--- config.mk ---
export PLATFORM = sky130hd
export DESIGN_NAME = curve_cell_stack_select_top
export DESIGN_NICKNAME = d
export VERILOG_FILES = /design/src/design/ccss_pkg.sv /design/src/design/curve_cell_stack_select_top.sv
export SDC_FILE = /design/constraint.sdc
export NUM_CORES = 1
export LEC_CHECK = 0
export BUFFER_PORTS_ARGS = -buffer_cell sky130_fd_sc_hd__buf_2
export CORE_ASPECT_RATIO = 0.6
export CORE_MARGIN = 10
export CORE_UTILIZATION = 35
export DETAILED_ROUTE_END_ITERATION = 6
export PLACE_DENSITY = 0.56
export SYNTH_ARGS = -nofsm -noshare
export SYNTH_HDL_FRONTEND = slang
export SYNTH_SLANG_ARGS = --single-unit
--- constraint.sdc ---
create_clock -name clk_i -period 6 [get_ports clk_i]
set_input_delay 0.3 -clock clk_i [delete_from_list [all_inputs] [get_ports clk_i]]
set_output_delay 0.3 -clock clk_i [all_outputs]
set_load 0.05 [all_outputs]
--- src/design/ccss_pkg.sv ---
// shared constants and item types for the curve cell stack selector
package ccss_pkg;

  localparam int DIMENSIONS  = 3;
  localparam int BASE_STACKS = 3;

  localparam int AXIS_BITS  = 3;
  localparam int FACE_SLOTS = 6;
  localparam int ACCESS_W   = 4;
  localparam int FACE_W     = $clog2(2 * DIMENSIONS);
  localparam int STACK_W    = 4;
  localparam int SUM_W      = 6;

  localparam logic [1:0] CELL_STACK_A = 2'd1;
  localparam logic [1:0] CELL_STACK_B = 2'd2;

  typedef struct packed {
    logic [2:0]                     even_flags;
    logic                           inverted;
    logic [FACE_SLOTS*ACCESS_W-1:0] face_access;
    logic [2:0]                     vertex_index;
    logic [2:0]                     face_index;
  } in_item_t;

  typedef struct packed {
    logic [STACK_W-1:0] vertex_read_stack;
    logic [STACK_W-1:0] vertex_write_stack;
    logic [STACK_W-1:0] face_read_stack;
    logic [STACK_W-1:0] face_write_stack;
    logic [1:0]         cell_read_stack;
    logic [1:0]         cell_write_stack;
    logic [2:0]         loop_direction;
    logic [2:0]         first_vertex;
    logic [2:0]         face_along_curve;
  } out_item_t;

endpackage

--- src/design/curve_cell_stack_select_top.sv ---
// curve cell stack selector: input register, selection logic, result register
//
//   channel | handshake                 | payload
//   in      | in_valid_i / in_ready_o   | in_item_i  (ccss_pkg::in_item_t)
//   out     | out_valid_o / out_ready_i | out_item_o (ccss_pkg::out_item_t)
//
// one item per cycle unless the output stalls; an accepted item passes through
// the input register and then the result register, which are the only stages
// a stalled result holds in the result register while one more item waits
// in the input register; reset empties both stages
module curve_cell_stack_select_top (
  input  logic                clk_i,
  input  logic                rst_ni,
  input  logic                in_valid_i,
  output logic                in_ready_o,
  input  ccss_pkg::in_item_t  in_item_i,
  output logic                out_valid_o,
  input  logic                out_ready_i,
  output ccss_pkg::out_item_t out_item_o
);
  import ccss_pkg::*;

  localparam int D = DIMENSIONS;
  localparam int FA_W = FACE_SLOTS * ACCESS_W + 2 * D * ACCESS_W;
  localparam logic signed [SUM_W-1:0] READ_LIMIT  = SUM_W'(-(2 * D + 1));
  localparam logic signed [SUM_W-1:0] WRITE_LIMIT = SUM_W'(2 * D + 1);
  localparam logic [STACK_W-1:0] STACK_M1 = STACK_W'(BASE_STACKS - 1);
  localparam logic [STACK_W-1:0] STACK_M2 = STACK_W'(BASE_STACKS - 2);

  logic      in_valid_q;
  in_item_t  in_q;
  logic      out_valid_q;
  out_item_t out_item_q;
  out_item_t out_item_d;
  logic      stage_adv;

  function automatic logic [FACE_W-1:0] mirror_face(input logic [FACE_W-1:0] f);
    logic [FACE_W-1:0] r;
    if (SUM_W'(f) < SUM_W'(D)) begin
      r = FACE_W'(SUM_W'(f) + SUM_W'(D));
    end else begin
      r = FACE_W'(SUM_W'(f) - SUM_W'(D));
    end
    return r;
  endfunction

  function automatic logic [STACK_W-1:0] vertex_stack(
    input logic [D+2:0]    ev,
    input logic            inv,
    input logic [FA_W-1:0] fa,
    input logic [D+2:0]    vtx,
    input logic            rd
  );
    logic signed [SUM_W-1:0] best;
    logic signed [SUM_W-1:0] a;
    logic [ACCESS_W-1:0]     nib;
    logic [FACE_W-1:0]       f;
    logic [FACE_W-1:0]       sel;
    logic                    found;
    logic                    sel_even;
    logic                    take;
    logic [STACK_W-1:0]      stack;
    best     = rd ? READ_LIMIT : WRITE_LIMIT;
    found    = 1'b0;
    sel      = '0;
    sel_even = 1'b0;
    for (int d = 0; d < D; d++) begin
      f    = vtx[d] ? FACE_W'(d + D) : FACE_W'(d);
      nib  = fa[ACCESS_W*f +: ACCESS_W];
      a    = {{(SUM_W-ACCESS_W){nib[ACCESS_W-1]}}, nib};
      take = rd ? (a < 0 && a > best) : (a > 0 && a < best);
      if (take) begin
        found    = 1'b1;
        sel      = f;
        best     = a;
        sel_even = ev[d];
      end
    end
    if (found) begin
      if (sel_even) begin
        sel = mirror_face(sel);
      end
      stack = STACK_W'(SUM_W'(sel) + SUM_W'(BASE_STACKS));
    end else begin
      stack = (rd == inv) ? STACK_M1 : STACK_M2;
    end
    return stack;
  endfunction

  function automatic logic [STACK_W-1:0] face_stack(
    input logic [D+2:0]      ev,
    input logic              inv,
    input logic [FA_W-1:0]   fa,
    input logic [FACE_W-1:0] f,
    input logic              rd
  );
    logic [ACCESS_W-1:0] nib;
    logic [FACE_W-1:0]   norm;
    logic [SUM_W-1:0]    sum;
    logic                hit;
    logic [STACK_W-1:0]  stack;
    nib  = fa[ACCESS_W*f +: ACCESS_W];
    hit  = rd ? nib[ACCESS_W-1] : (nib != '0 && !nib[ACCESS_W-1]);
    norm = (SUM_W'(f) < SUM_W'(D)) ? f : FACE_W'(SUM_W'(f) - SUM_W'(D));
    sum  = SUM_W'(f) + (inv ? SUM_W'(D) : '0) + (ev[norm] ? SUM_W'(D) : '0);
    if (sum >= SUM_W'(2 * D)) begin
      sum = sum - SUM_W'(2 * D);
    end
    if (hit) begin
      stack = STACK_W'(sum + SUM_W'(BASE_STACKS));
    end else begin
      stack = (rd == inv) ? STACK_M2 : STACK_M1;
    end
    return stack;
  endfunction

  always_comb begin
    logic [D+2:0]      ev;
    logic [D+2:0]      vtx;
    logic [FA_W-1:0]   fa;
    logic [FACE_W-1:0] fidx;
    logic [FACE_W-1:0] cf;
    logic [FACE_W-1:0] normal;
    logic [D-1:0]      fv;
    logic [D+2:0]      fv_x;
    logic [2:0]        dir;
    logic              par;
    logic              inv;
    inv  = in_q.inverted;
    ev   = {{D{1'b0}}, in_q.even_flags};
    vtx  = {{D{1'b0}}, in_q.vertex_index};
    fa   = {{(2*D*ACCESS_W){1'b0}}, in_q.face_access};
    if ((SUM_W'(in_q.face_index)) >= SUM_W'(2 * D)) begin
      fidx = FACE_W'(SUM_W'(in_q.face_index) - SUM_W'(2 * D));
    end else begin
      fidx = FACE_W'(in_q.face_index);
    end

    dir = '0;
    for (int d = 0; d < AXIS_BITS; d++) begin
      if (d < D) begin
        par = 1'b0;
        for (int e = 0; e < D; e++) begin
          if (e != d) begin
            par = par ^ ev[e];
          end
        end
        dir[d] = ~par ^ inv;
      end
    end

    fv = '0;
    for (int d = 0; d < D; d++) begin
      if (ev[d]) begin
        fv = fv ^ ~(D'(1) << d);
      end
    end
    if (inv) begin
      fv = ~fv;
    end
    fv_x = {3'b000, fv};

    cf     = inv ? FACE_W'(SUM_W'(2 * D - 1) - SUM_W'(fidx)) : fidx;
    normal = (SUM_W'(cf) < SUM_W'(D)) ? cf : FACE_W'(SUM_W'(cf) - SUM_W'(D));
    par    = 1'b0;
    for (int d = 0; d < D; d++) begin
      if (FACE_W'(d) != normal) begin
        par = par ^ ev[d];
      end
    end

    out_item_d.vertex_read_stack  = vertex_stack(ev, inv, fa, vtx, 1'b1);
    out_item_d.vertex_write_stack = vertex_stack(ev, inv, fa, vtx, 1'b0);
    out_item_d.face_read_stack    = face_stack(ev, inv, fa, fidx, 1'b1);
    out_item_d.face_write_stack   = face_stack(ev, inv, fa, fidx, 1'b0);
    out_item_d.cell_read_stack    = inv ? CELL_STACK_A : CELL_STACK_B;
    out_item_d.cell_write_stack   = inv ? CELL_STACK_B : CELL_STACK_A;
    out_item_d.loop_direction     = dir;
    out_item_d.first_vertex       = fv_x[2:0];
    out_item_d.face_along_curve   = 3'(par ? mirror_face(cf) : cf);
  end

  assign stage_adv  = !out_valid_q || out_ready_i;
  assign in_ready_o = !in_valid_q || stage_adv;

  always_ff @(posedge clk_i or negedge rst_ni) begin
    if (!rst_ni) begin
      in_valid_q  <= 1'b0;
      out_valid_q <= 1'b0;
    end else begin
      if (in_ready_o) begin
        in_valid_q <= in_valid_i;
      end
      if (stage_adv) begin
        out_valid_q <= in_valid_q;
      end
    end
  end

  always_ff @(posedge clk_i) begin
    if (in_valid_i && in_ready_o) begin
      in_q <= in_item_i;
    end
    if (in_valid_q && stage_adv) begin
      out_item_q <= out_item_d;
    end
  end

  assign out_valid_o = out_valid_q;
  assign out_item_o  = out_item_q;

endmodule

==> flow_metrics.env, run 1 <==
export IMPL_grtUsageMet2_pct=17.4
export IMPL_antenna_found_initial=0
export IMPL_rsz0062_at_grt="no"
export IMPL_holdWs_ns=0.140
export IMPL_grt_use_met1_pct=18.8
export IMPL_synth_cell_types=70
export IMPL_status="complete, no violations"
export IMPL_met3_usage_pct=4.04
export IMPL_wirelength_um=10800
export IMPL_final_common_cell="buf_2"
export IMPL_first_pass_iters=5
export IMPL_synth_edf_count=61
export IMPL_cp_data_required_time_ns=6.07
export IMPL_intPower_mw=1.20
export IMPL_dp_cells=609
export IMPL_maxClockFrequency_mhz=177
export IMPL_power_frac_comb_pct=38.6
export IMPL_min_from="in_item_i[12]"
export IMPL_p_sw_uw=711
export IMPL_cp_common_cell="ha_1"
export IMPL_min_path_type="input pin to register"
export IMPL_max_vdd_ir_drop_mv=0.164
export IMPL_rows=30
export IMPL_io_pins=69
export IMPL_cts_clk_slew_worst_paths_ns=0.06
export IMPL_ff2ff_setup_slack_ns=0.34
export IMPL_diodes=0
export IMPL_dp_hpwl_um=8540
export IMPL_synthArstFlopShare_pct=3.17
export IMPL_grt_busiest_layer="met1"
export IMPL_insertion_delay_ns=0.33
export IMPL_grt_max_degree=30
export IMPL_slew_headroom_pct=38.3
export IMPL_worstReg2RegStart="in_q[21]$_DFFE_PP_"
export IMPL_setup_viol=0
export IMPL_utilization_pct=44.7
export IMPL_final_cell_area_mm2=0.00515
export IMPL_numCtsBuffers=9
export IMPL_syn_num_nets=454
export IMPL_via_count=3289
export IMPL_yosysWarnings=0
export IMPL_min_to="in_q[12]$_DFFE_PP_"
export IMPL_placed_area_mm2=0.00473
export IMPL_h_tree_depth=3
export IMPL_hold_violations=0
export IMPL_synth_cells=385
export IMPL_r2r_end="out_item_o[23]$_SDFFCE_PP0P_"
export IMPL_finClkSkew_ns=0.00910
export IMPL_critPathLaunchType="register"
export IMPL_power_share_sequential_pct=31.3
export IMPL_port_buffers=68
export IMPL_initialDrtViolationCount=151
export IMPL_start_util_pct=36.4
export IMPL_die_w_um=161
export IMPL_finalNonFillerCells=629
export IMPL_clock_root_buffer="clkbuf_16"
export IMPL_cp_end_kind="register"
export IMPL_syn_to_final_growth_pct=22.5
export IMPL_die_y_um=105
export IMPL_antenna_left=0
export IMPL_cts_tree="built"
export IMPL_grt_pass1_vias=3180
export IMPL_avgSynthCellArea_um2=10.9
export IMPL_wire_per_inst_um=17.2
export IMPL_clockPowerShare_pct=30.1
export IMPL_seq_area_frac_synth_pct=44.8
export IMPL_crit_arrival_ns=5.73
export IMPL_gp_congestion=0.864
export IMPL_ff2ff_path_depth=26
export IMPL_grt_pass1_wl_um=17300
export IMPL_cts_buffer_depth=2
export IMPL_synth_seq_cells=63
export IMPL_clkSinkCount=63
export IMPL_max_stage_delay_ns=0.38
export IMPL_min_period_over_period_pct=94.3
export IMPL_p_per_area_mw_per_mm2=371
export IMPL_synth_main_ff_cell="edfxtp_1"
export IMPL_p_sw_share_pct=37.3
export IMPL_grt_usage_pct=12.7
export IMPL_critPathMaxFanout=5
export IMPL_cp_top_family="compound AO/OA/AOI/OAI gates"
export IMPL_p_leak_nw=2.09
export IMPL_critPathKind="register to register"
export IMPL_viasPerCell=5.23
export IMPL_slowest_stage="edfxtp_1"
export IMPL_dieArea_mm2=0.0169
export IMPL_fin_crit_ns=5.66
export IMPL_drive_gt1_share_pct=28.1
export IMPL_gr_total_overflow=0
export IMPL_drc=0
export IMPL_worst_pin_slew_ns=0.919
export IMPL_syn_cell_area_mm2=0.00420
export IMPL_critical_path_buf_inv_count=0
export IMPL_maxSlewViolCount=0
export IMPL_core_mm2=0.0115
export IMPL_setup_tns_ns=0
export IMPL_nets=533
export IMPL_drv_cap=0
export IMPL_whs_path_depth=1
export IMPL_layout_common_cells="buf_2 (68), edfxtp_1 (61), ha_1 (28), nand2_1 (26), inv_1 (25)"
layout make-up:
class	instances	area, um^2
flip-flops and latches	63	1880
inverters	25	93.8
fillers	1080	6380
clock buffers	9	225
repair buffers	82	448
well taps	160	200
clock inverters	7	103
multi-input cells	283	2190
stage by stage:
| stage | setup WS (ns) | power [mW] |
|---|---|---|
| after CTS | 0.155 | 1.90 |
| after floorplan | 0.712 | 1.16 |
| after global routing | 0.00804 | 2.03 |
| after detailed placement | 0.196 | 1.32 |
| after global placement | 0.420 | 1.30 |
| final | 0.341 | 1.91 |
Yosys cell counts, drive strengths merged, types with 3 or more instances:
library cell  instances  share of area (%)
nor4                  5                1.1
o21ai                23                3.0
nor2b                 6               0.89
fa                    3                1.4
xnor2                13                2.7
a211o                 3               0.63
ha                   28                8.3
or3                   5               0.86
nor3                 15                2.0
mux2                 10                2.8
inv                  25                2.2
edfxtp               61                 44
clkbuf                8               0.71
buf                   6                1.3
a21oi                17                2.4
o21a                  4               0.71
a21boi                4               0.71
nor2                 25                2.3
o31ai                 6                1.2
nand2b                6               0.89
a211oi                8                1.5
mux2i                16                3.8
xor2                  5                1.0
nand3                11                1.3
a31oi                 3               0.45
nand3b                4               0.71
and2                  4               0.60
nand2                26                2.3
power groups by stage:
stage,clock network [mW],logic [mW],registers (mW)
floorplan,0,0.417,0.739
global placement,0,0.694,0.605
detailed placement,0,0.712,0.607
CTS,0.591,0.715,0.598
global route,0.612,0.810,0.605
finish,0.574,0.736,0.597
flip-flops by register name, summed over array words and instances (netlist names):
signal,flops
in_q,34
out_item_o,27
in_valid_q,1
out_valid_o,1
worst max path at each step:
stage	slack, ns	end	startpoint	depth (start not counted)
after CTS	0.15	out_item_o[23]$_SDFFCE_PP0P_	in_q[19]$_DFFE_PP_	27
after global placement	0.42	out_item_o[23]$_SDFFCE_PP0P_	in_q[21]$_DFFE_PP_	26
after floorplan	0.71	out_item_o[23]$_SDFFCE_PP0P_	in_q[19]$_DFFE_PP_	27
final	0.34	out_item_o[23]$_SDFFCE_PP0P_	in_q[21]$_DFFE_PP_	26
after detailed placement	0.20	out_item_o[23]$_SDFFCE_PP0P_	in_q[18]$_DFFE_PP_	27
after global routing	0.008	out_item_o[23]$_SDFFCE_PP0P_	in_q[21]$_DFFE_PP_	26
timing repair:
action,in CTS,in global routing
hold buffers,1,0
gates resized for setup,0,12
endpoints found under the hold margin,2,0
setup endpoints to repair,0,10
setup buffers,0,3
kinds of logic after synthesis:
family	Yosys count	synth area share, %
other cells	2	0.179
buf+inv	39	4.23
simple gates	120	15.6
flops	63	44.8
fa+ha+maj	31	9.77
xor+xnor	18	3.75
mux	27	7.12
compound gates	85	14.5
metal layers:
metal | vias to the layer above | wire, um | share of wire [%]
met3 | 10 | 678 | 6.3
li1 | 1602 | - | -
met5 | - | 0 | 0
met4 | 0 | 79 | 0.73
met1 | 1580 | 5650 | 52
met2 | 97 | 4420 | 41
(Power assumes the default switching activity.)
==> run 2, diff against run 1 <==
Settings changed: CORE_UTILIZATION 35 to 51, PLACE_DENSITY 0.56 to 0.75.
==> run 2 against run 1 <==
Compared with the run above:
- routed wire length down 8.0%
- hold slack better by 0.0039 ns
- sequential cell count unchanged
- design area down 2.4%
- largest power group unchanged
- highest routed layer unchanged
==> flow_metrics.env, run 2 (synthesis gave the netlist of run 1 again) <==
export IMPL_gp_congestion=0.926
export IMPL_holdWs_ns=0.144
export IMPL_core_mm2=0.00795
export IMPL_max_stage_delay_ns=0.48
export IMPL_ff2ff_path_depth=26
export IMPL_ff2ff_setup_slack_ns=0.28
export IMPL_diodes=0
export IMPL_final_common_cell="buf_2"
export IMPL_post_cts_setup_buffer_count=0
export IMPL_maxClockFrequency_mhz=175
export IMPL_wirelength_um=9970
export IMPL_critical_path_buf_inv_count=0
export IMPL_initialDrtViolationCount=213
export IMPL_min_path_type="input pin to register"
export IMPL_largest_register_ffs=34
export IMPL_die_y_um=90.3
export IMPL_io_pins=69
export IMPL_via_count=3274
export IMPL_wire_per_inst_um=17.5
export IMPL_grt_usage_pct=16.5
export IMPL_syn_to_final_growth_pct=19.6
export IMPL_drv_cap=0
export IMPL_p_leak_nw=2.04
export IMPL_rsz0062_at_grt="yes"
export IMPL_finalNonFillerCells=569
export IMPL_crit_arrival_ns=5.79
export IMPL_gr_total_overflow=0
export IMPL_utilization_pct=63.2
export IMPL_layout_common_cells="buf_2 (68), edfxtp_1 (61), ha_1 (27), nand2_1 (26), inv_1 (25)"
export IMPL_cts_clk_slew_worst_paths_ns=0.06
export IMPL_hold_violations=0
export IMPL_min_to="in_q[17]$_DFFE_PP_"
export IMPL_first_pass_iters=5
export IMPL_grt_busiest_layer="met1"
export IMPL_regMostFlops="in_q"
export IMPL_port_buffers=68
export IMPL_p_per_area_mw_per_mm2=374
export IMPL_min_period_over_period_pct=95.3
export IMPL_drive_gt1_share_pct=27.1
export IMPL_grt_use_met1_pct=23.2
export IMPL_numCtsBuffers=9
export IMPL_slowest_stage="edfxtp_1"
export IMPL_rows=25
export IMPL_drc=0
export IMPL_finClkSkew_ns=0.00671
export IMPL_dp_cells=552
export IMPL_cp_end_kind="register"
export IMPL_slew_headroom_pct=22.6
export IMPL_viasPerCell=5.75
export IMPL_start_util_pct=52.9
export IMPL_worstReg2RegStart="in_q[19]$_DFFE_PP_"
export IMPL_insertion_delay_ns=0.33
export IMPL_critPathKind="register to register"
export IMPL_worst_pin_slew_ns=1.16
export IMPL_ff_latch_area_mm2=0.00188
export IMPL_grt_max_degree=35
export IMPL_cts_buffer_depth=2
export IMPL_met3_usage_pct=6.83
export IMPL_critPathLaunchType="register"
export IMPL_status="complete, no violations"
export IMPL_cp_common_cell="ha_1"
export IMPL_cp_data_required_time_ns=6.07
export IMPL_maxSlewViolCount=0
export IMPL_die_w_um=137
export IMPL_antenna_left=0
export IMPL_cp_top_family="compound AO/OA/AOI/OAI gates"
export IMPL_antenna_found_initial=0
export IMPL_dieArea_mm2=0.0124
export IMPL_fin_crit_ns=5.72
export IMPL_final_fill_count=663
export IMPL_grtUsageMet2_pct=22.8
export IMPL_min_from="in_item_i[17]"
export IMPL_critPathMaxFanout=10
export IMPL_grt_pass1_vias=3285
export IMPL_grt_pass1_wl_um=16400
export IMPL_setup_viol=0
export IMPL_r2r_end="out_item_o[23]$_SDFFCE_PP0P_"
export IMPL_dp_hpwl_um=7810
export IMPL_cts_tree="built"
export IMPL_clkSinkCount=63
export IMPL_clock_root_buffer="clkbuf_16"
export IMPL_max_vdd_ir_drop_mv=0.243
export IMPL_h_tree_depth=3
export IMPL_multiInputGateArea_mm2=0.00220
export IMPL_whs_path_depth=1
export IMPL_nets=525
==> run 2: worst reg2reg max path, stage by stage (launching register included) <==
cell	delay (ns)
edfxtp_1	0.48
nor3_2	0.24
and3b_1	0.26
a31oi_2	0.25
a211oi_2	0.09
ha_1	0.28
or2_2	0.29
a211o_1	0.33
o21a_2	0.20
o21ai_0	0.19
o31ai_1	0.10
ha_1	0.20
nor2_1	0.14
nand3b_1	0.15
o31a_1	0.33
a21oi_4	0.17
or2_2	0.19
nor2_1	0.06
a21o_1	0.18
ha_1	0.34
nor2_1	0.15
xnor2_1	0.12
o21ai_0	0.09
o21ai_1	0.19
ha_1	0.18
a21boi_1	0.20
nor3_2	0.05
==> run 2: repair_timing <==
item	4_1_cts	5_1_grt
endpoints found under the setup margin	0	11
gates resized for setup	0	15
hold buffers	1	0
hold endpoints to repair	2	0
==> run 2: where the power goes <==
| group | switching, mW | total [mW] | leakage (nW) | internal [mW] |
|---|---|---|---|---|
| registers | 0.0300 | 0.598 | 0.609 | 0.568 |
| clock network | 0.184 | 0.549 | 0.149 | 0.365 |
| logic | 0.476 | 0.732 | 1.28 | 0.256 |
==> run 2: layer usage <==
layer | up-vias | wire length, um
met4 | 0 | 111
met5 | - | 0
li1 | 1571 | -
met2 | 153 | 4100
met3 | 10 | 1150
met1 | 1540 | 4610
==> run 2: final cells by class <==
type / count / share of cell area, %
inverter: 25 / 1.87
multi-input combinational: 283 / 43.9
timing repair buffer: 74 / 7.72
sequential: 63 / 37.5
clock buffer: 10 / 4.56
tap: 108 / 2.69
clock inverter: 6 / 1.84
==> run 2: worst max-delay path by stage <==
stage	from	to	cells after the start	slack [ns]
floorplan	in_q[19]$_DFFE_PP_	out_item_o[23]$_SDFFCE_PP0P_	27	0.71
global placement	in_q[19]$_DFFE_PP_	out_item_o[23]$_SDFFCE_PP0P_	26	0.33
detailed placement	in_q[19]$_DFFE_PP_	out_item_o[23]$_SDFFCE_PP0P_	26	0.06
CTS	in_q[19]$_DFFE_PP_	out_item_o[23]$_SDFFCE_PP0P_	26	0.04
global route	in_q[19]$_DFFE_PP_	out_item_o[23]$_SDFFCE_PP0P_	26	-0.12
finish	in_q[19]$_DFFE_PP_	out_item_o[23]$_SDFFCE_PP0P_	26	0.28
==> run 2: through the flow <==
stage,setup TNS (ns),cell area [um^2],setup slack [ns],power [mW]
floorplan,0,4200,0.712,1.16
CTS,0,4960,0.0398,1.87
global route,-0.224,5020,-0.124,2.00
detailed placement,0,4630,0.0569,1.31
global placement,0,4630,0.334,1.28
finish,0,5020,0.282,1.88
==> run 3, diff against run 2 <==
Settings changed: BUFFER_PORTS_ARGS -buffer_cell sky130_fd_sc_hd__buf_2 to not set, CORE_UTILIZATION 51 to 55, CTS_CLUSTER_SIZE set to 25, DONT_BUFFER_PORTS set to 1, PLACE_DENSITY 0.75 to 0.72.
==> run 3 against run 2 <==
Compared with the run above:
- sequential cell count did not move
- setup slack improved by 0.071 ns
- sequential power rose by 26%
- hold slack got worse by 0.085 ns
- total power fell by 0.65%
- critical path type unchanged
- largest cell class unchanged
==> flow_metrics.env, run 3 (synthesis gave the netlist of run 1 again) <==
export IMPL_min_from="in_item_i[30]"
export IMPL_clock_root_buffer="clkbuf_16"
export IMPL_crit_arrival_ns=5.72
export IMPL_maxClockFrequency_mhz=177
export IMPL_p_total_mw=1.87
export IMPL_numCtsBuffers=9
export IMPL_dieArea_mm2=0.0116
export IMPL_insertion_delay_ns=0.33
export IMPL_min_path_type="input pin to register"
export IMPL_fin_crit_ns=5.65
export IMPL_min_period_over_period_pct=94.1
export IMPL_grt_max_degree=28
export IMPL_utilization_pct=64.0
export IMPL_maxSlewViolCount=0
export IMPL_cts_buffer_depth=2
export IMPL_antenna_left=0
export IMPL_drc=0
export IMPL_startpoint="in_q[18]$_DFFE_PP_"
export IMPL_final_cell_area_mm2=0.00471
export IMPL_rows=24
export IMPL_clkSinkCount=63
export IMPL_hold_violations=0
export IMPL_critPathMaxFanout=10
export IMPL_gp_congestion=0.959
export IMPL_worstReg2RegStart="in_q[18]$_DFFE_PP_"
export IMPL_viasPerCell=6.11
export IMPL_start_util_pct=57.1
export IMPL_p_per_area_mw_per_mm2=396
export IMPL_cp_data_required_time_ns=6.07
export IMPL_nets=459
export IMPL_slew_headroom_pct=17.7
export IMPL_p_leak_nw=1.80
export IMPL_largest_register_ffs=34
export IMPL_layout_setup_ws_ns=0.353
export IMPL_wirelength_um=9700
export IMPL_dp_hpwl_um=7480
export IMPL_finClkSkew_ns=0.0105
export IMPL_critPathKind="register to register"
export IMPL_worst_pin_slew_ns=1.23
export IMPL_grt_pass1_wl_um=15800
export IMPL_grt_pass1_vias=3005
export IMPL_rsz0062_at_grt="yes"
export IMPL_setup_viol=0
export IMPL_die_y_um=87.7
export IMPL_critPathLaunchType="register"
export IMPL_via_count=3049
export IMPL_io_pins=69
export IMPL_syn_to_final_growth_pct=12.2
export IMPL_diodes=0
export IMPL_placed_area_mm2=0.00429
export IMPL_final_common_cell="edfxtp_1"
export IMPL_cp_end_kind="register"
export IMPL_drv_cap=0
export IMPL_wire_per_inst_um=19.4
export IMPL_grt_usage_pct=17.1
export IMPL_drive_gt1_share_pct=15.2
export IMPL_core_mm2=0.00736
export IMPL_max_vdd_ir_drop_mv=0.238
export IMPL_port_buffers=0
export IMPL_pre_cts_ws_ns=0.0837
export IMPL_die_w_um=133
export IMPL_initialDrtViolationCount=222
export IMPL_first_pass_iters=5
export IMPL_regMostFlops="in_q"
export IMPL_cts_clk_slew_worst_paths_ns=0.06
export IMPL_status="complete, no violations"
export IMPL_layout_common_cells="edfxtp_1 (61), ha_1 (28), nand2_1 (26), inv_1 (25), nor2_1 (22)"
export IMPL_cts_tree="built"
export IMPL_antenna_found_initial=1
export IMPL_gr_total_overflow=0
export IMPL_h_tree_depth=3
-- run 3: cell types whose count changed in the layout (fill, tap and decap cells not counted), sizes merged --
cell      previous run  this run
buf                 73         7
bufinv               2         3
clkbuf              10         9
clkinv               1         2
clkinvlp             2         1
-- run 3: cell type report --
type                    count  area (um^2)
well taps                 104          130
flip-flops and latches     63         1880
fillers                   575         2650
clock buffers               9          225
repair buffers              8         62.6
multi-input cells         283         2200
clock inverters             7          119
inverters                  25         93.8
-- run 3: per-layer routing --
layer / vias to the layer above / GRT usage [%] / share of wire [%]
li1: 1447 / - / -
met1: 1450 / 22.2 / 47
met2: 141 / 24.4 / 42
met3: 9 / 8.91 / 11
met4: 2 / 4.87 / 0.76
met5: - / 0 / 0.072
-- run 3: where the power goes --
group	internal, mW	switching [mW]
clock network	0.406	0.188
registers	0.573	0.182
logic	0.216	0.302
total	1.20	0.672
-- run 3: metrics by stage --
| stage | cells | setup TNS [ns] | hold WS (ns) |
|---|---|---|---|
| 3_3_place_gp | 481 | 0 | 0.00449 |
| 5_1_grt | 499 | -0.360 | 0.0450 |
| 2_1_floorplan | 385 | 0 | 0.00441 |
| 4_1_cts | 498 | 0 | 0.0487 |
| 3_5_place_dp | 481 | 0 | 0.00450 |
| 6_report | 499 | 0 | 0.0584 |
-- run 3: timing repair --
| action | 4_1_cts | 5_1_grt |
|---|---|---|
| endpoints found under the setup margin | 0 | 10 |
| hold buffers | 1 | 0 |
| setup buffers | 0 | 1 |
| resized for setup | 0 | 14 |
| endpoints found under the hold margin | 2 | 0 |
-- run 3: worst paths after layout --
path / endpoint / slack, ns / cells past startpoint
setup reg to reg: out_item_o[23]$_SDFFCE_PP0P_ / 0.35 / 26
hold reg to reg: out_valid_o$_DFFE_PN0P_ / 0.49 / 1
hold / removal: in_q[30]$_DFFE_PP_ / 0.06 / 0
min in group asynchronous: in_valid_q$_DFFE_PN0N_ / 0.19 / 1
max in group asynchronous: out_valid_o$_DFFE_PN0P_ / 5.69 / 1
setup / recovery: out_item_o[23]$_SDFFCE_PP0P_ / 0.35 / 26
-- run 3: worst max-delay path, cell delays in order, from the launching register on --
cell,delay [ns]
edfxtp_1,0.44
nor3_2,0.25
and3b_2,0.28
a31oi_4,0.20
a211oi_2,0.08
ha_1,0.28
or2_2,0.29
a211o_1,0.32
o21a_2,0.20
o21ai_0,0.19
o31ai_1,0.10
ha_1,0.20
nor2_1,0.13
nand3b_1,0.17
o31a_1,0.34
a21oi_4,0.17
or2_2,0.19
nor2_1,0.06
a21o_1,0.18
ha_1,0.34
nor2_1,0.14
xnor2_1,0.12
o21ai_0,0.09
o21ai_1,0.20
ha_1,0.19
a21boi_1,0.20
nor3_2,0.05
